===== src/rtl/segta_pkg.sv =====
`timescale 1ns / 1ps

package segta_pkg;

	localparam int DEF_CORDIC_STEPS = 16;
	localparam int DEF_COORD_WIDTH  = 32;

	// Width of every coordinate field on the input channel
	localparam int FIELD_W = 32;
	// Result angle, binary units with pi = 32768
	localparam int ANGLE_W = 17;
	// Heading accumulator: quarter-turn pre-rotation plus the arctangent sum stays below 2^16
	localparam int Z_W     = 17;
	// Difference of two headings before wrapping
	localparam int DIFF_W  = 18;

	localparam int HALF_TURN    = 32768;
	localparam int FULL_TURN    = 65536;
	localparam int QUARTER_TURN = 16384;

	localparam int MAX_STEPS = 32;

	// atan(2^-i) in binary angle units, rounded
	localparam logic [15:0] ATAN_UNITS [MAX_STEPS] = '{
		16'd8192, 16'd4836, 16'd2555, 16'd1297, 16'd651, 16'd326, 16'd163, 16'd81,
		16'd41,   16'd20,   16'd10,   16'd5,    16'd3,   16'd1,   16'd1,   16'd0,
		16'd0,    16'd0,    16'd0,    16'd0,    16'd0,   16'd0,   16'd0,   16'd0,
		16'd0,    16'd0,    16'd0,    16'd0,    16'd0,   16'd0,   16'd0,   16'd0
	};

	typedef struct packed {
		logic valid;
		logic undef;
	} segta_ctl_t;

endpackage


===== src/rtl/segta_cell.sv =====
`timescale 1ns / 1ps

module segta_cell #(
	parameter int XW   = segta_pkg::DEF_COORD_WIDTH + 3,
	parameter int STEP = 0
) (
	input  logic                              clk,
	input  logic                              arst_n,
	input  logic                              en,
	input  segta_pkg::segta_ctl_t             ctl_in,
	input  logic signed [XW-1:0]              fx_in,
	input  logic signed [XW-1:0]              fy_in,
	input  logic signed [segta_pkg::Z_W-1:0]  fz_in,
	input  logic signed [XW-1:0]              tx_in,
	input  logic signed [XW-1:0]              ty_in,
	input  logic signed [segta_pkg::Z_W-1:0]  tz_in,
	output segta_pkg::segta_ctl_t             ctl_out,
	output logic signed [XW-1:0]              fx_out,
	output logic signed [XW-1:0]              fy_out,
	output logic signed [segta_pkg::Z_W-1:0]  fz_out,
	output logic signed [XW-1:0]              tx_out,
	output logic signed [XW-1:0]              ty_out,
	output logic signed [segta_pkg::Z_W-1:0]  tz_out
);
	import segta_pkg::*;

	localparam logic signed [Z_W-1:0] DZ = Z_W'(ATAN_UNITS[STEP]);

	segta_ctl_t             ctl_s1;
	logic signed [XW-1:0]   fx_s1, fy_s1, tx_s1, ty_s1;
	logic signed [Z_W-1:0]  fz_s1, tz_s1;

	logic signed [XW-1:0]   fx_d, fy_d, tx_d, ty_d;
	logic signed [Z_W-1:0]  fz_d, tz_d;

	// One vectoring micro-rotation; shifts floor toward minus infinity
	function automatic void rotate(
		input  logic signed [XW-1:0]  x,
		input  logic signed [XW-1:0]  y,
		input  logic signed [Z_W-1:0] z,
		output logic signed [XW-1:0]  xn,
		output logic signed [XW-1:0]  yn,
		output logic signed [Z_W-1:0] zn
	);
		logic signed [XW-1:0] xs, ys;
		xs = x >>> STEP;
		ys = y >>> STEP;
		if (y[XW-1]) begin
			xn = x - ys;
			yn = y + xs;
			zn = z - DZ;
		end else begin
			xn = x + ys;
			yn = y - xs;
			zn = z + DZ;
		end
	endfunction

	always_comb begin
		rotate(fx_in, fy_in, fz_in, fx_d, fy_d, fz_d);
		rotate(tx_in, ty_in, tz_in, tx_d, ty_d, tz_d);
	end

	always_ff @(posedge clk or negedge arst_n) begin
		if (!arst_n) begin
			ctl_s1 <= '0;
		end else if (en) begin
			ctl_s1 <= ctl_in;
		end
	end

	always_ff @(posedge clk) begin
		if (en) begin
			fx_s1        <= fx_d;
			fy_s1        <= fy_d;
			fz_s1        <= fz_d;
			tx_s1        <= tx_d;
			ty_s1        <= ty_d;
			tz_s1        <= tz_d;
		end
	end

	assign ctl_out = ctl_s1;
	assign fx_out  = fx_s1;
	assign fy_out  = fy_s1;
	assign fz_out  = fz_s1;
	assign tx_out  = tx_s1;
	assign ty_out  = ty_s1;
	assign tz_out  = tz_s1;

endmodule


===== config.mk =====
export PLATFORM = sky130hd
export DESIGN_NAME = segta_cell
export DESIGN_NICKNAME = d
export VERILOG_FILES = /design/src/rtl/segta_pkg.sv /design/src/rtl/segta_cell.sv
export SDC_FILE = /design/constraint.sdc
export NUM_CORES = 1
export LEC_CHECK = 0
export BUFFER_PORTS_ARGS = -buffer_cell sky130_fd_sc_hd__buf_2
export CAP_MARGIN = 20
export CORE_MARGIN = 2
export CORE_UTILIZATION = 57
export CTS_CLUSTER_DIAMETER = 80
export DETAILED_ROUTE_END_ITERATION = 16
export GPL_ROUTABILITY_DRIVEN = 0
export PLACE_DENSITY = 0.82
export SLEW_MARGIN = 10
export SYNTH_ARGS = -nofsm -noshare
export SYNTH_HDL_FRONTEND = slang
export SYNTH_SLANG_ARGS = --single-unit

===== constraint.sdc =====
create_clock -name clk -period 0.85 [get_ports clk]
set_clock_uncertainty 0.05 [all_clocks]
set_input_delay 0.085 -clock clk [delete_from_list [all_inputs] [get_ports clk]]
set_output_delay 0.085 -clock clk [all_outputs]
set_load 0.01 [all_outputs]

==> flow_metrics.py, run 1 <==
metrics = {
    "synth": {
        "synth_edf_count": 172,
        "synth_nets": 2518,
        "syn_area_mm2": 0.01773,
        "yosys_warnings": 0,
        "syn_avg_cell_area_um2": 8.353,
        "synthAdderAreaFrac": 0.1558,
        "synth_compound_area_frac": 0.2526,
        "ys.flop_type": "edfxtp_1",
        "synth_top_family_by_area": "compound AO/OA/AOI/OAI gates",
        "ys_seq_area_frac": 0.2941,
        "synthDistinctLibCells": 94,
        "synth-xor-area-share": 0.06717,
        "synth_seq_cells": 174,
        "synthesis.instances": 2123,
        "synth_mux_area_frac": 0.01432,
        "yosys.area_share.simple": 0.1458,
        "synthArstFlopShare": 0.01149,
    },
    "cts": {
        "ctsHoldBuffers": 36,
        "postCtsSetupRepairBufs": 91,
        "cts_inserted_buffers": 17,
        "htreeDepth": 4,
        "cts.sinks": 174,
        "cts_root_buffer": "clkbuf_16",
        "ctsResizeCount": 487,
        "clockBufferDepth": 2,
    },
    "floorplanning": {
        "die_w_um": 180.4,
        "start_util": 0.5797,
        "io_pins": 355,
        "fp.dieH_um": 180.4,
        "num_rows": 64,
    },
    "place": {
        "place_hpwl_um": 60950,
        "portBuffers": 354,
        "pre_cts_slack_ns": -2.079,
        "dp.cells": 3477,
        "placed_cell_area_mm2": 0.02629,
    },
    "status": {
        "outcome": "aborted with a tool error",
        "haltStage": "clock tree synthesis",
        "firstError": "[ERROR DPL-0033] detailed placement checks failed during check placement.",
    },
}
[synthesized netlist by cell type (12+ instances only)]
library cell    n  share of area
o21bai_1       36          0.015
clkbuf_1       56          0.012
o211ai_1       16         0.0068
o21a_1         16         0.0068
a21o_1         46          0.019
o22ai_1        14         0.0049
a211oi_1       16         0.0068
nor3_1         39          0.011
and3_1         16         0.0056
nand2_1       124          0.026
a21oi_1       266          0.075
ha_1          208           0.15
xnor2_1       120          0.059
xor2_1         16         0.0079
nor4_1         18         0.0064
a21boi_0       12         0.0051
edfxtp_1      172           0.29
inv_1         216          0.046
buf_1          14         0.0030
or3_1          13         0.0046
o21ai_0       137          0.039
o31ai_1        23         0.0097
nand3_1        27         0.0076
buf_2          22         0.0062
nand2b_1       22         0.0078
mux2i_1        22          0.012
nor2_1        204          0.043
nand4_1        16         0.0056
nor2b_1        24         0.0085
[cell families after synthesis]
group,Yosys count
AOI/OAI and AO/OA,706
xor gates and xnor gates,136
adders and majority gates,216
buffers and inverters,320
DFF,174
muxes,25
and+or+nand+nor,546
[stage by stage]
stage          utilization  setup TNS [ns]
2_1_floorplan            -         -159.65
3_3_place_gp        0.8596         -229.79
3_5_place_dp        0.8596         -243.92
==> inputs of run 2 (changes only) <==
CORE_UTILIZATION = 40   (was 57)
CTS_CLUSTER_DIAMETER = default   (was 80)
PLACE_DENSITY = default   (was 0.82)
PLACE_DENSITY_LB_ADDON = 0.15   (was default)
==> flow_metrics.py, run 2 <==
metrics = {
    "status": {
        "outcome": "complete, but fails checks",
        "failed_checks": "negative hold slack, negative setup slack",
    },
    "floorplanning": {
        "fp.dieH_um": 214.6,
        "num_rows": 77,
        "start_util": 0.4028,
        "die_w_um": 214.6,
        "dieArea_mm2": 0.04603,
        "coreArea_mm2": 0.04403,
        "io_pins": 355,
    },
    "cts": {
        "htreeDepth": 4,
        "clkLatencyLatePin_ns": 0.50,
        "cts_tree": "done",
        "cts_inserted_buffers": 17,
        "clkTransAtPathRegs_ns": 0.08,
        "cts_root_buffer": "clkbuf_16",
        "cts.sinks": 174,
        "ctsHoldBuffers": 37,
        "clockBufferDepth": 2,
    },
    "routing": {
        "wire_per_inst_um": 20.23,
        "vias": 21503,
        "drt_iter0_drc": 2058,
        "drc": 0,
        "ant_nets": 0,
        "routed_wl_um": 78710,
        "viasPerCell": 5.526,
        "first_pass_iters": 6,
    },
    "timing": {
        "setup_slack_ns": -1.548,
        "period_needed_ns": 2.398,
        "worst_pin_slew_ns": 0.5961,
        "maxSlewViolCount": 0,
        "holdWs_ns": -0.07421,
        "max_slew_margin": 0.5984,
        "finalHoldViolCount": 2,
        "finalSetupViolCount": 314,
        "fin_crit_sh": 2.822,
        "fmax_mhz": 417.0,
        "rsz0062_at_grt": "yes",
    },
    "global_routing": {
        "grt_max_degree": 43,
        "grt_overflow": 0,
        "met3_usage": 0.06454,
        "grt_use_total": 0.3224,
        "grt_use_met1": 0.4238,
        "grt-busiest-layer": "met2",
        "antenna_found_initial": 3,
        "first_global_vias": 21597,
        "grt_pass1_wl_um": 117000,
        "grt_use_met2": 0.5238,
    },
    "place": {
        "portBuffers": 354,
        "place_hpwl_um": 58160,
        "pre_cts_slack_ns": -2.129,
        "placed_cell_area_mm2": 0.02680,
    },
    "layout": {
        "fillers": 3092,
        "nets": 3678,
        "syn_to_final_growth_pct": 80.79,
        "fin_util": 0.7282,
        "layout_commonest_cell": "buf_4",
        "drive_gt1_frac": 0.5501,
        "finalInstanceArea_mm2": 0.03206,
        "final_cell_mix": "735 x buf_4, 300 x buf_2, 172 x edfxtp_1, 169 x inv_1, 164 x nor2_1",
    },
    "synth": {
        "ys_top_cells_by_area": "edfxtp_1 29%, ha_1 15%, a21oi_1 7.5%",
        "yosys_warnings": 0,
        "synth_edf_count": 172,
        "synthDistinctLibCells": 94,
        "yosysMostFrequentCell": "a21oi_1",
        "ys_seq_area_frac": 0.2941,
        "synth_top_area_cell": "edfxtp_1",
        "syn_area_mm2": 0.01773,
        "synth_seq_cells": 174,
        "synthArstFlopShare": 0.01149,
        "ys.flop_type": "edfxtp_1",
        "synthesis.instances": 2123,
        "synth_nets": 2518,
        "syn_avg_cell_area_um2": 8.353,
        "synthTopCellsByCount": "266 x a21oi_1, 216 x inv_1, 208 x ha_1, 204 x nor2_1, 172 x edfxtp_1",
        "synth_top_area_frac": 0.2913,
    },
    "power_and_ir_drop": {
        "irDropWorstVdd_uv": 1259,
        "total_power_mw": 42.39,
        "p_leak_nw": 14.44,
        "cellPowerDensity_mw_per_mm2": 1322,
    },
    "critical_path": {
        "crit_arrival_ns": 2.61,
        "cp_cell_sequence": "buf_8, buf_12, clkinv_8, ha_4, fa_2, nor2b_2, o21ai_2, a21oi_2, buf_4, nor4_4, or3_4, o211ai_1, buf_4, a211oi_2, a21oi_2, xnor2_1",
        "crit_path_top_delay_cell": "fa_2",
        "critPathMaxFanout": 3,
        "cp_slowest_stage_delay_ns": 0.41,
        "required_ns": 1.06,
        "r2r_start": "ctl_out[0]$_DFFE_PN0P_",
        "rrSetupSlack_ns": 0.05,
        "startpoint_type": "input port",
        "reg2reg_depth": 1,
        "endpoint_kind": "flip-flop",
        "timing.rr.end": "ctl_out[0]$_DFFE_PN0P_",
        "path_class": "in2reg",
    },
    "job": {
        "drv_cap": 0,
    },
    "worst_hold_path": {
        "hold_depth": 3,
        "worstHoldEndpoint": "tx_out[0]$_DFFE_PP_",
        "hp-start": "ty_in[0]",
        "min_path_type": "in2reg",
    },
}
[run 2: how the worst max path moves through the flow]
stage / startpoint / endpoint / slack, ns / depth (start not counted)
6_report: ty_in[0] / ty_out[28]$_DFFE_PP_ / -1.55 / 16
5_1_grt: ty_in[0] / ty_out[28]$_DFFE_PP_ / -1.61 / 16
3_5_place_dp: tx_in[0] / tx_out[32]$_DFFE_PP_ / -2.13 / 13
4_1_cts: tx_in[0] / ty_out[28]$_DFFE_PP_ / -1.42 / 15
2_1_floorplan: ty_in[20] / tx_out[31]$_DFFE_PP_ / -1.63 / 9
3_3_place_gp: tx_in[0] / ty_out[30]$_DFFE_PP_ / -2.13 / 13
[run 2: cells by family (layout without fill, tap and decap cells)]
| kind of cell | after synthesis | count (layout) | synth area share |
|---|---|---|---|
| mux | 25 | 25 | 0.01432 |
| fa+ha+maj | 216 | 216 | 0.1558 |
| compound gates | 706 | 706 | 0.2526 |
| flops | 174 | 174 | 0.2941 |
| xor+xnor | 136 | 136 | 0.06717 |
| simple gates | 546 | 546 | 0.1458 |
| other cells | 0 | 3 | 0 |
| buf+inv | 320 | 1493 | 0.07020 |
[run 2: layout make-up]
cell class	count	area (um2)	share of cell area
multi-input cells	1629	14930	0.4656
repair buffers	1238	9584	0.2989
flip-flops and latches	174	5215	0.1627
inverters	223	1012	0.03157
well taps	592	740.7	0.02310
clock buffers	19	442.9	0.01382
clock inverters	13	131.4	0.004098
diodes	3	7.507	0.0002342
[run 2: where the power goes]
group	switching [mW]	leakage, nW	internal, mW
registers	0.410	1.71	11.2
logic	11.7	12.4	11.0
clock network	3.97	0.283	4.18
[run 2: metrics by stage]
step	setup TNS, ns	instances
detailed placement	-253.80	3704
CTS	-197.30	3851
finish	-206.27	3891
floorplan	-159.65	2123
global route	-217.37	3888
global placement	-247.54	3704
[run 2: metal layers]
layer | wire [um] | share of wire
met4 | 3059 | 0.039
met5 | 11 | 0.00014
met2 | 36590 | 0.46
met1 | 32280 | 0.41
met3 | 6772 | 0.086
[run 2: what timing repair did]
| item | 4_1_cts | 5_1_grt |
|---|---|---|
| setup endpoints to repair | 314 | 313 |
| pin swaps | 264 | 208 |
| resized for setup | 475 | 275 |
| endpoints found under the hold margin | 41 | 1 |
| buffers inserted | 91 | 54 |
[run 2: worst max-delay path: cells and delay by family]
family	cells	cell delay, ns
xor gates and xnor gates	1	0.08
and+or+nand+nor	3	0.61
buffers and inverters	5	0.58
adders and majority gates	2	0.56
AOI/OAI and AO/OA	5	0.66
(Power assumes the default switching activity.)
