### src/rtl/segta_pkg.sv
`timescale 1ns / 1ps

package segta_pkg;

	localparam int DEF_CORDIC_STEPS = 16;
	localparam int DEF_COORD_WIDTH  = 32;

	// Width of every coordinate field on the input channel
	localparam int FIELD_W = 32;
	// Result angle, binary units with pi = 32768
	localparam int ANGLE_W = 17;
	// Heading accumulator: quarter-turn pre-rotation plus the arctangent sum stays below 2^16
	localparam int Z_W     = 17;
	// Difference of two headings before wrapping
	localparam int DIFF_W  = 18;

	localparam int HALF_TURN    = 32768;
	localparam int FULL_TURN    = 65536;
	localparam int QUARTER_TURN = 16384;

	localparam int MAX_STEPS = 32;

	// atan(2^-i) in binary angle units, rounded
	localparam logic [15:0] ATAN_UNITS [MAX_STEPS] = '{
		16'd8192, 16'd4836, 16'd2555, 16'd1297, 16'd651, 16'd326, 16'd163, 16'd81,
		16'd41,   16'd20,   16'd10,   16'd5,    16'd3,   16'd1,   16'd1,   16'd0,
		16'd0,    16'd0,    16'd0,    16'd0,    16'd0,   16'd0,   16'd0,   16'd0,
		16'd0,    16'd0,    16'd0,    16'd0,    16'd0,   16'd0,   16'd0,   16'd0
	};

	typedef struct packed {
		logic valid;
		logic undef;
	} segta_ctl_t;

endpackage

### src/rtl/segta_if.sv
`timescale 1ns / 1ps

interface segta_seg_if;
	logic                                 valid;
	logic                                 ready;
	logic signed [segta_pkg::FIELD_W-1:0] from_start_x;
	logic signed [segta_pkg::FIELD_W-1:0] from_start_y;
	logic signed [segta_pkg::FIELD_W-1:0] from_end_x;
	logic signed [segta_pkg::FIELD_W-1:0] from_end_y;
	logic                                 from_toward_node;
	logic signed [segta_pkg::FIELD_W-1:0] to_start_x;
	logic signed [segta_pkg::FIELD_W-1:0] to_start_y;
	logic signed [segta_pkg::FIELD_W-1:0] to_end_x;
	logic signed [segta_pkg::FIELD_W-1:0] to_end_y;
	logic                                 to_away_reversed;

	modport source (
		output valid, from_start_x, from_start_y, from_end_x, from_end_y, from_toward_node,
		output to_start_x, to_start_y, to_end_x, to_end_y, to_away_reversed,
		input  ready
	);
	modport sink (
		input  valid, from_start_x, from_start_y, from_end_x, from_end_y, from_toward_node,
		input  to_start_x, to_start_y, to_end_x, to_end_y, to_away_reversed,
		output ready
	);
endinterface


### src/rtl/segta_prep.sv
`timescale 1ns / 1ps

module segta_prep #(
	parameter int COORD_WIDTH = segta_pkg::DEF_COORD_WIDTH,
	parameter int XW          = segta_pkg::DEF_COORD_WIDTH + 3
) (
	input  logic                              clk,
	input  logic                              arst_n,
	input  logic                              en,
	segta_seg_if.sink                         segs,
	output segta_pkg::segta_ctl_t             ctl,
	output logic signed [XW-1:0]              fx,
	output logic signed [XW-1:0]              fy,
	output logic signed [segta_pkg::Z_W-1:0]  fz,
	output logic signed [XW-1:0]              tx,
	output logic signed [XW-1:0]              ty,
	output logic signed [segta_pkg::Z_W-1:0]  tz
);
	import segta_pkg::*;

	localparam int DW = COORD_WIDTH + 1;

	logic                   valid_s1;
	logic signed [DW-1:0]   fdx_s1, fdy_s1, tdx_s1, tdy_s1;
	logic                   frev_s1, trev_s1;

	segta_ctl_t             ctl_s2;
	logic signed [XW-1:0]   fx_s2, fy_s2, tx_s2, ty_s2;
	logic signed [Z_W-1:0]  fz_s2, tz_s2;

	logic signed [XW-1:0]   fx_d, fy_d, tx_d, ty_d;
	logic signed [Z_W-1:0]  fz_d, tz_d;
	logic                   undef_d;

	function automatic logic signed [DW-1:0] seg_delta(
		input logic signed [FIELD_W-1:0] p_end,
		input logic signed [FIELD_W-1:0] p_start
	);
		logic signed [COORD_WIDTH-1:0] e, s;
		e = COORD_WIDTH'(p_end);
		s = COORD_WIDTH'(p_start);
		return DW'(e) - DW'(s);
	endfunction

	// Quarter-turn pre-rotation into the right half plane; segment reversal folded in,
	// so the x and y outputs are each a single signed copy of dx or dy.
	function automatic void prerot(
		input  logic signed [DW-1:0]  dx,
		input  logic signed [DW-1:0]  dy,
		input  logic                  rev,
		output logic signed [XW-1:0]  x,
		output logic signed [XW-1:0]  y,
		output logic signed [Z_W-1:0] z
	);
		logic                 negx, ypos;
		logic signed [XW-1:0] ex, ey;
		ex   = XW'(dx);
		ey   = XW'(dy);
		negx = rev ? (!dx[DW-1] && dx != '0) : dx[DW-1];
		ypos = rev ? (dy[DW-1] || dy == '0) : !dy[DW-1];
		if (!negx) begin
			x = rev ? -ex : ex;
			y = rev ? -ey : ey;
			z = '0;
		end else if (ypos) begin
			x = rev ? -ey : ey;
			y = rev ? ex : -ex;
			z = Z_W'(QUARTER_TURN);
		end else begin
			x = rev ? ey : -ey;
			y = rev ? -ex : ex;
			z = -Z_W'(QUARTER_TURN);
		end
	endfunction

	assign segs.ready = en;

	always_ff @(posedge clk or negedge arst_n) begin
		if (!arst_n) begin
			valid_s1 <= 1'b0;
		end else if (en) begin
			valid_s1 <= segs.valid;
		end
	end

	always_ff @(posedge clk) begin
		if (en) begin
			fdx_s1  <= seg_delta(segs.from_end_x, segs.from_start_x);
			fdy_s1  <= seg_delta(segs.from_end_y, segs.from_start_y);
			tdx_s1  <= seg_delta(segs.to_end_x, segs.to_start_x);
			tdy_s1  <= seg_delta(segs.to_end_y, segs.to_start_y);
			frev_s1 <= segs.from_toward_node;
			trev_s1 <= segs.to_away_reversed;
		end
	end

	always_comb begin
		prerot(fdx_s1, fdy_s1, frev_s1, fx_d, fy_d, fz_d);
		prerot(tdx_s1, tdy_s1, trev_s1, tx_d, ty_d, tz_d);
		undef_d = (fdx_s1 == '0 && fdy_s1 == '0) || (tdx_s1 == '0 && tdy_s1 == '0);
	end

	always_ff @(posedge clk or negedge arst_n) begin
		if (!arst_n) begin
			ctl_s2 <= '0;
		end else if (en) begin
			ctl_s2 <= '{valid: valid_s1, undef: undef_d};
		end
	end

	always_ff @(posedge clk) begin
		if (en) begin
			fx_s2        <= fx_d;
			fy_s2        <= fy_d;
			fz_s2        <= fz_d;
			tx_s2        <= tx_d;
			ty_s2        <= ty_d;
			tz_s2        <= tz_d;
		end
	end

	assign ctl = ctl_s2;
	assign fx  = fx_s2;
	assign fy  = fy_s2;
	assign fz  = fz_s2;
	assign tx  = tx_s2;
	assign ty  = ty_s2;
	assign tz  = tz_s2;

endmodule

### src/flat_wrapper.sv
// flat-port wrapper written by rule: the top's interface ports become plain ports
module segta_prep_flat import segta_pkg::*;
#(
	parameter int COORD_WIDTH = segta_pkg::DEF_COORD_WIDTH,
	parameter int XW          = segta_pkg::DEF_COORD_WIDTH + 3
)
  (clk, arst_n, en, ctl, fx, fy, fz, tx, ty, tz, segs_valid, segs_from_start_x, segs_from_start_y, segs_from_end_x, segs_from_end_y, segs_from_toward_node, segs_to_start_x, segs_to_start_y, segs_to_end_x, segs_to_end_y, segs_to_away_reversed, segs_ready);
  segta_seg_if segs_i ();
  input  logic clk;
  input  logic arst_n;
  input  logic en;
  output segta_pkg::segta_ctl_t ctl;
  output logic signed [XW-1:0] fx;
  output logic signed [XW-1:0] fy;
  output logic signed [segta_pkg::Z_W-1:0] fz;
  output logic signed [XW-1:0] tx;
  output logic signed [XW-1:0] ty;
  output logic signed [segta_pkg::Z_W-1:0] tz;
  input wire logic [$bits(segs_i.valid)-1:0] segs_valid;
  input wire logic [$bits(segs_i.from_start_x)-1:0] segs_from_start_x;
  input wire logic [$bits(segs_i.from_start_y)-1:0] segs_from_start_y;
  input wire logic [$bits(segs_i.from_end_x)-1:0] segs_from_end_x;
  input wire logic [$bits(segs_i.from_end_y)-1:0] segs_from_end_y;
  input wire logic [$bits(segs_i.from_toward_node)-1:0] segs_from_toward_node;
  input wire logic [$bits(segs_i.to_start_x)-1:0] segs_to_start_x;
  input wire logic [$bits(segs_i.to_start_y)-1:0] segs_to_start_y;
  input wire logic [$bits(segs_i.to_end_x)-1:0] segs_to_end_x;
  input wire logic [$bits(segs_i.to_end_y)-1:0] segs_to_end_y;
  input wire logic [$bits(segs_i.to_away_reversed)-1:0] segs_to_away_reversed;
  output wire logic [$bits(segs_i.ready)-1:0] segs_ready;
  assign segs_i.valid = segs_valid;
  assign segs_i.from_start_x = segs_from_start_x;
  assign segs_i.from_start_y = segs_from_start_y;
  assign segs_i.from_end_x = segs_from_end_x;
  assign segs_i.from_end_y = segs_from_end_y;
  assign segs_i.from_toward_node = segs_from_toward_node;
  assign segs_i.to_start_x = segs_to_start_x;
  assign segs_i.to_start_y = segs_to_start_y;
  assign segs_i.to_end_x = segs_to_end_x;
  assign segs_i.to_end_y = segs_to_end_y;
  assign segs_i.to_away_reversed = segs_to_away_reversed;
  assign segs_ready = segs_i.ready;
  segta_prep #(.COORD_WIDTH(COORD_WIDTH), .XW(XW)) u_core (.clk(clk), .arst_n(arst_n), .en(en), .segs(segs_i), .ctl(ctl), .fx(fx), .fy(fy), .fz(fz), .tx(tx), .ty(ty), .tz(tz));
endmodule
### config.mk
export PLATFORM = sky130hd
export DESIGN_NAME = segta_prep_flat
export DESIGN_NICKNAME = d
export VERILOG_FILES = /design/src/rtl/segta_pkg.sv /design/src/rtl/segta_if.sv /design/src/rtl/segta_prep.sv /design/src/flat_wrapper.sv
export SDC_FILE = /design/constraint.sdc
export NUM_CORES = 1
export LEC_CHECK = 0
export ABC_CLOCK_PERIOD_IN_PS = 4340
export BUFFER_PORTS_ARGS = -buffer_cell sky130_fd_sc_hd__buf_2
export CORE_UTILIZATION = 59
export CTS_BUF_LIST = sky130_fd_sc_hd__clkbuf_4
export DETAILED_ROUTE_END_ITERATION = 7
export PLACE_DENSITY = 0.84
export SLEW_MARGIN = 20
export SYNTH_ARGS = -nofsm -noshare
export SYNTH_HDL_FRONTEND = slang
export SYNTH_SLANG_ARGS = --single-unit
export TNS_END_PERCENT = 1
### constraint.sdc
create_clock -name clk -period 4.34 [get_ports clk]
set_input_delay 1.302 -clock clk [delete_from_list [all_inputs] [get_ports clk]]
set_output_delay 1.302 -clock clk [all_outputs]
set_load 0.05 [all_outputs]
== After elaboration in Yosys (flattened, before gate mapping) ==
Index checks and enable logic that the tools add are counted.
Cells by class
  shifts and indexed selects: 0
  add/sub/neg operators: 8
  bitwise operators: 0
  reductions and logical operators: 17
  magnitude comparators: 0
  multiply operators: 0
  divide/modulo/power cells: 0
  muxes and demuxes: 22
  eq/ne operators: 0
Operators with widths (number)
  35-bit two-way mux: 16
  33-bit negation with 35-bit output: 4
  33-bit zero test: 4
  32-bit by 32-bit subtractor with 33-bit output: 4
  33-bit nonzero test: 2
  17-bit two-way mux: 2
  1-bit logical AND: 4
  1-bit zero test: 4
  1-bit two-way mux: 4
  1-bit logical OR: 3
Storage, ports and cells
  memory bits (writable): 0
  latch bits: 0
  flip-flop bits (word level): 311
  memories: 0
  ROM bits: 0
  output and inout port bits: 177

== Depth between registers and ports, before layout ==
Gate-level depths: netlist of run 1.
  word-level depth: 5
  gate-level depth with buffers: 16
  mapped depth without buffers: 14

== Worst setup path before layout of run 1 ==
Ideal clock, no wire load.
  path kind: reg2reg
  start point: register u_core.fdy_s1[0]
  end point: register u_core.fx_s2[25], in the netlist u_core.fx[25] (data pin)
  setup time: 0.270 ns
  cell stages (with the launch flop): 14
  required time: 4.070 ns
  path slack: 0.481 ns
  data arrival time: 3.589 ns
  cell sequence: edfxtp_1 inv_1 ha_1 nor3b_1 nand4_1 or2_2 or4_1 ha_1 a21oi_1 clkbuf_1 buf_1 nand2_1 xor2_1 a21oi_1
On the way
  cells in the longest elaborated chain, start to end: 5
  elaborated cells on any way between the ends: 8
  classes of those cells: add/sub (1); mux (5); reduce/logical (2)
RTL lines
  start: declaration: RTL line segta_prep.sv:24  | logic signed [DW-1:0] fdx_s1, fdy_s1, tdx_s1, tdy_s1;
  start signal: assignment: RTL line segta_prep.sv:89  | fdy_s1 <= seg_delta(segs.from_end_y, segs.from_start_y);
  parallel branches: the longest is 3 deep, another holds 33-bit negation with 35-bit output
  35-bit two-way mux *: RTL line segta_prep.sv:65  | end else if (ypos) begin
  35-bit two-way mux *: RTL line segta_prep.sv:61  | if (!negx) begin
  named net u_core.fx_d[25]: RTL line segta_prep.sv:31  | logic signed [XW-1:0] fx_d, fy_d, tx_d, ty_d;
  end signal: assignment: RTL line segta_prep.sv:113  | fx_s2 <= fx_d;
  end: declaration: RTL line segta_prep.sv:28  | logic signed [XW-1:0] fx_s2, fy_s2, tx_s2, ty_s2;
Mark *: on every way through the listed nets, which the timed path passes.
A chain may end at the register's enable or synchronous reset.

== Final worst setup path of run 1 ==
  start point: register u_core.fdy_s1[0]
  end point: register u_core.fx_s2[18], in the netlist u_core.fx[18] (data pin)
Same word-level chain as after synthesis.

==> results_dict.tcl, run 1 <==
set metrics [dict create \
    grt_overflow 0 \
    cap_violations 0 \
    numPortBuffers 410 \
    synth_seq_cells 281 \
    slew_headroom_pct 25.55 \
    drc_errors 0 \
    p_per_area_nw_per_um2 403.0 \
    dp_slack_ps 108.9 \
    wl_um 80590 \
    finClkSkew_ps 40.01 \
    finalNonFillerCells 3780 \
    max_freq_ghz 0.2425 \
    final_area_um2 27370 \
    dp.cells 3648 \
    place_area_um2 26390 \
    rows 73 \
    worst-r2r-cell-count 14 \
    numCtsBuffers 74 \
    worstSetupEndpointType "register" \
    synth_edf_count 278 \
    finalPower_mw 11.03 \
    fp.dieH_um 203.0 \
    grt_pass1_vias 21970 \
    layout-drive-gt1-share_pct 19.24 \
    finalHoldViolCount 0 \
    rsz0062_at_grt "false" \
    post-route-util_pct 68.74 \
    firstDrtPassIters 6 \
    postLayoutSetupSlackWorst_ps 215.7 \
    clock_latency_ps 750 \
    cts_setup_buffers 0 \
    p_leak_nw 11.81 \
    fin_crit_sh_pct 95.03 \
    cts_root_buf "clkbuf_4" \
    cp_data_required_time_ps 4790 \
    die_x_um 203.0 \
    ys_warn_count 0 \
    critPathSlowestCell "or4_1" \
    layout_common_cells "409 x buf_2, 278 x edfxtp_1, 258 x nor2_1" \
    setup_viol 0 \
    detail_route.vias_per_cell 6.327 \
    dp_hpwl_um 62790 \
    antenna_found_initial 2 \
    hp-class "in -> async" \
    cp_slowest_stage_delay_ps 560 \
    core_area_um2 39820 \
    drv_slew 0 \
    dieArea_um2 41200 \
    ctsHtreeMaxLevel 3 \
    cp.arrival_ps 4580 \
    netlist_instances 2802 \
    ys.flop_type "edfxtp_1" \
    avgSynthCellArea_um2 8.505 \
    grt_max_degree 124 \
    tritoncts "yes" \
    syn_area_um2 23830 \
    crit_chain "inv_1 > ha_1 > nor3b_2 > nand4_1 > or2_2 > or4_1 > ha_1 > nand2_1 > o21ai_2 > a31oi_1 > xnor2_1 > nand2_1 > o211ai_1 > o21ai_0" \
    critPathLaunchType "register" \
    period_minus_slack_ps 4124 \
    mostFrequentLayoutCell "buf_2" \
    seq_area_frac_synth_pct 35.35 \
    path_max_fanout 20 \
    ir_worst_vdd_v 0.0001536 \
    synthArstFlopShare_pct 1.068 \
    cts_buffer_depth 3 \
    clkSlewWorstSetupHoldPaths_ps 70 \
    fin_setup_tns_ps 0 \
    path_class "reg -> reg" \
    clock_sinks 281 \
    ant_nets 0 \
    grt_pass1_wl_um 122600 \
    vias 23920 \
    pin_count 439 \
    grt.total_usage_pct 38.22 \
    gp_congestion 0.9779 \
    syn2layout_area_growth_pct 14.87 \
    first_iter_violations 2802 \
    start_util_pct 59.84 \
    outcome "finished, final reports clean" \
    fin_hold_ws_ps 369.5 \
    wl_per_cell_um 21.32 \
    tightest_slew_ps 1117 \
    synth_cell_types 94 \
    fin_nets 3605 \
]
power by group:
part | total (mW) | switching, mW | internal, mW
Clock | 2.42 | 1.14 | 1.28
Sequential | 4.22 | 0.597 | 3.63
Combinational | 4.38 | 2.92 | 1.47
Total | 11.0 | 4.66 | 6.38
kinds of logic after synthesis:
| family | Yosys count | synth area share [%] |
|---|---|---|
| AND/OR/NAND/NOR | 869 | 17.68 |
| AO/OA/AOI/OAI | 846 | 22.63 |
| buffers and inverters | 397 | 6.878 |
| flip-flops | 281 | 35.35 |
| XOR/XNOR | 254 | 9.335 |
| adder cells (fa/ha/maj) | 144 | 7.687 |
| multiplexers | 10 | 0.4305 |
| other | 1 | 0.01574 |
final timing paths:
| check | endpoint | startpoint | slack (ps) |
|---|---|---|---|
| worst max-delay path | u_core.fx[18] | u_core.fdy_s1[0] | 220 |
| worst min-delay path | u_core.valid_s1 | arst_n | 370 |
| worst max register to register | u_core.fx[18] | u_core.fdy_s1[0] | 220 |
| worst min register to register | u_core.valid_s1 | u_core.valid_s1 | 520 |
| max in group asynchronous | u_core.ctl[0] | arst_n | 3860 |
| min in group clk | u_core.valid_s1 | u_core.valid_s1 | 520 |
sequential cells by signal, summed over array words and instances (netlist names), 33 cells and up:
name	cells
u_core.fdx_s1	33
u_core.fy	35
u_core.fdy_s1	33
u_core.tx	35
u_core.tdx_s1	33
u_core.tdy_s1	33
u_core.ty	35
u_core.fx	35
routing by layer:
layer	GRT usage (%)	share of wire [%]	vias to the layer above
li1	-	-	10960
met1	54.19	41	11180
met2	58.48	44	1555
met3	7.191	12	211
met4	12.92	3.1	2
met5	0	0.019	-
what timing repair did:
action	in CTS	in global routing
endpoints found under the setup margin	0	9
resized for setup	0	2
hold buffers	0	0
critical path: cells and delay by family (launching register included):
family,cells,cell delay [ps]
adder cells (fa/ha/maj),2,500
flip-flops,1,460
AO/OA/AOI/OAI,4,850
XOR/XNOR,1,180
AND/OR/NAND/NOR,6,1710
buffers and inverters,1,110
Yosys cell counts (11+ instances only):
cell type / instances / area, um2
a211oi_1: 24 / 180.2
a21o_1: 57 / 427.9
a21oi_1: 237 / 1186
a22oi_1: 15 / 112.6
a31oi_1: 46 / 287.8
and2_1: 21 / 131.4
and3_1: 20 / 125.1
buf_1: 18 / 67.56
buf_4: 31 / 232.7
clkbuf_1: 125 / 469.2
edfxtp_1: 278 / 8348
ha_1: 140 / 1752
inv_1: 213 / 799.5
nand2_1: 251 / 942.2
nand2b_1: 25 / 156.4
nand3_1: 47 / 235.2
nand4_1: 22 / 137.6
nor2_1: 258 / 968.4
nor2b_1: 21 / 131.4
nor3_1: 85 / 425.4
nor3b_1: 11 / 82.58
nor4_1: 14 / 87.58
o211ai_1: 45 / 337.8
o21a_1: 25 / 187.7
o21ai_0: 193 / 965.9
o21ai_1: 17 / 85.08
o21bai_1: 12 / 90.09
o221ai_1: 13 / 113.9
o311ai_0: 11 / 96.34
o31ai_1: 21 / 157.7
or3_1: 32 / 200.2
or4_1: 11 / 82.58
xnor2_1: 157 / 1375
xor2_1: 97 / 849.6
final cells by class:
| cell class | instances | area [um2] |
|---|---|---|
| well taps | 525 | 656.9 |
| clock buffers | 96 | 720.7 |
| flip-flops and latches | 281 | 8423 |
| fillers | 3294 | 12450 |
| inverters | 216 | 810.8 |
| clock inverters | 35 | 247.7 |
| multi-input cells | 2151 | 13900 |
| diodes | 1 | 2.502 |
| repair buffers | 475 | 2613 |
Note: power is estimated with default switching activity, not from simulation.
==> run 2: changes to the inputs <==
- CORE_UTILIZATION: 59 -> 26
- PLACE_DENSITY: 0.84 -> not set
- PLACE_DENSITY_LB_ADDON: not set -> 0.2
==> results_dict.tcl, run 2 (synthesis results as in run 1) <==
set metrics [dict create \
    grt_max_degree 144 \
    first_iter_violations 1716 \
    fin_setup_tns_ps 0 \
    die_x_um 304.7 \
    p_leak_nw 11.89 \
    path_class "reg -> reg" \
    fin_nets 3620 \
    detail_route.vias_per_cell 5.020 \
    hp-class "in -> async" \
    critPathSlowestCell "or4_1" \
    dieArea_um2 92870 \
    cp.arrival_ps 4540 \
    rsz0062_at_grt "false" \
    worstSetupPathDepth 16 \
    cp_data_required_time_ps 4890 \
    setup_viol 0 \
    crit_chain "inv_1 > ha_1 > nor3b_1 > buf_4 > nand4_1 > or2_2 > or4_1 > ha_1 > nand2_1 > o21ai_2 > buf_4 > a31oi_1 > xnor2_1 > nand2_1 > o211ai_1 > nand2_1" \
    numCtsBuffers 84 \
    grt.total_usage_pct 18.44 \
    p_per_area_nw_per_um2 391.8 \
    ant_nets 0 \
    numPortBuffers 410 \
    critPathLaunchType "register" \
    layout-drive-gt1-share_pct 19.68 \
    cts_setup_buffers 0 \
    clock_sinks 281 \
    cts_hold_buffers 0 \
    drc_errors 0 \
    firstDrtPassIters 6 \
    grt_pass1_vias 21190 \
    wl_um 88060 \
    register_area_um2 8423 \
    max_freq_ghz 0.2503 \
    pin_count 439 \
    rows 110 \
    ir_worst_vdd_v 0.0001741 \
    worst-r2r-cell-count 16 \
    ctsResizeCount 0 \
    antenna_found_initial 11 \
    cts_buffer_depth 3 \
    crit_family "simple AND/OR/NAND/NOR gates" \
    worstSetupEndpointType "register" \
    period_minus_slack_ps 3996 \
    cp_slowest_stage_delay_ps 530 \
    cap_violations 0 \
    core_area_um2 90420 \
    tightest_slew_ps 984.7 \
    dp_hpwl_um 69600 \
    cp_common_cell "nand2_1" \
    place_area_um2 27270 \
    grt_overflow 0 \
    outcome "finished, final reports clean" \
    fin_hold_ws_ps 294.5 \
    gp_congestion 0.8730 \
    fp.dieH_um 304.7 \
    drv_slew 0 \
    fin_crit_sh_pct 92.07 \
    wl_per_cell_um 19.75 \
    syn2layout_area_growth_pct 18.87 \
    final_area_um2 28330 \
    ctsHtreeMaxLevel 3 \
    finClkSkew_ps 92.80 \
    vias 22380 \
    finalHoldViolCount 0 \
    finalPower_mw 11.10 \
    cts_root_buf "clkbuf_4" \
    grt_pass1_wl_um 131100 \
    layout_common_cells "409 x buf_2, 278 x edfxtp_1, 258 x nor2_1" \
    start_util_pct 26.35 \
    path_max_fanout 17 \
    post-route-util_pct 31.33 \
    clkSlewWorstSetupHoldPaths_ps 60 \
    slew_headroom_pct 34.28 \
    fillers 9801 \
    clock_latency_ps 840 \
    mostFrequentLayoutCell "buf_2" \
    tritoncts "yes" \
    multiInputGateArea_um2 13900 \
    cp.buffers_inverters 3 \
]
==> run 2: worst paths after layout <==
check	startpoint	slack, ps	to
min reg2reg	u_core.ctl[1]	500	u_core.ctl[1]
max	u_core.fdy_s1[1]	340	u_core.fx[19]
max in group asynchronous	arst_n	3940	u_core.ctl[1]
min in group clk	u_core.ctl[1]	500	u_core.ctl[1]
max reg2reg	u_core.fdy_s1[1]	340	u_core.fx[19]
min	arst_n	290	u_core.ctl[0]
==> run 2: final cells by class <==
cell class | instances | share of cell area, %
Antenna cell | 5 | 0.04417
Sequential cell | 281 | 29.73
Tap cell | 1176 | 5.194
Clock inverter | 38 | 0.7597
Multi-Input combinational cell | 2151 | 49.06
Clock buffer | 111 | 2.942
Inverter | 216 | 2.862
Timing Repair Buffer | 480 | 9.399
==> run 2: stage by stage <==
stage	worst slack [ps]	std cells
after floorplan	480.6	2829
after global routing	91.49	4456
after CTS	343.4	4453
after detailed placement	147.4	4304
final	344.1	4458
after global placement	200.4	4304
==> run 2: routing by layer <==
metal / track usage (%) / routed length (um) / part of all wire [%]
met1: 23.29 / 37380 / 42
met2: 32.56 / 44050 / 50
met3: 3.067 / 5013 / 5.7
met4: 4.252 / 1607 / 1.8
met5: 0 / 13 / 0.015
==> run 2: report_power, final <==
group | total (mW) | internal (mW) | leakage (nW) | switching, mW
clock | 2.54 | 1.32 | 0.625 | 1.22
sequential | 4.15 | 3.63 | 2.77 | 0.526
combinational | 4.41 | 1.47 | 8.50 | 2.93
total | 11.1 | 6.42 | 11.9 | 4.68
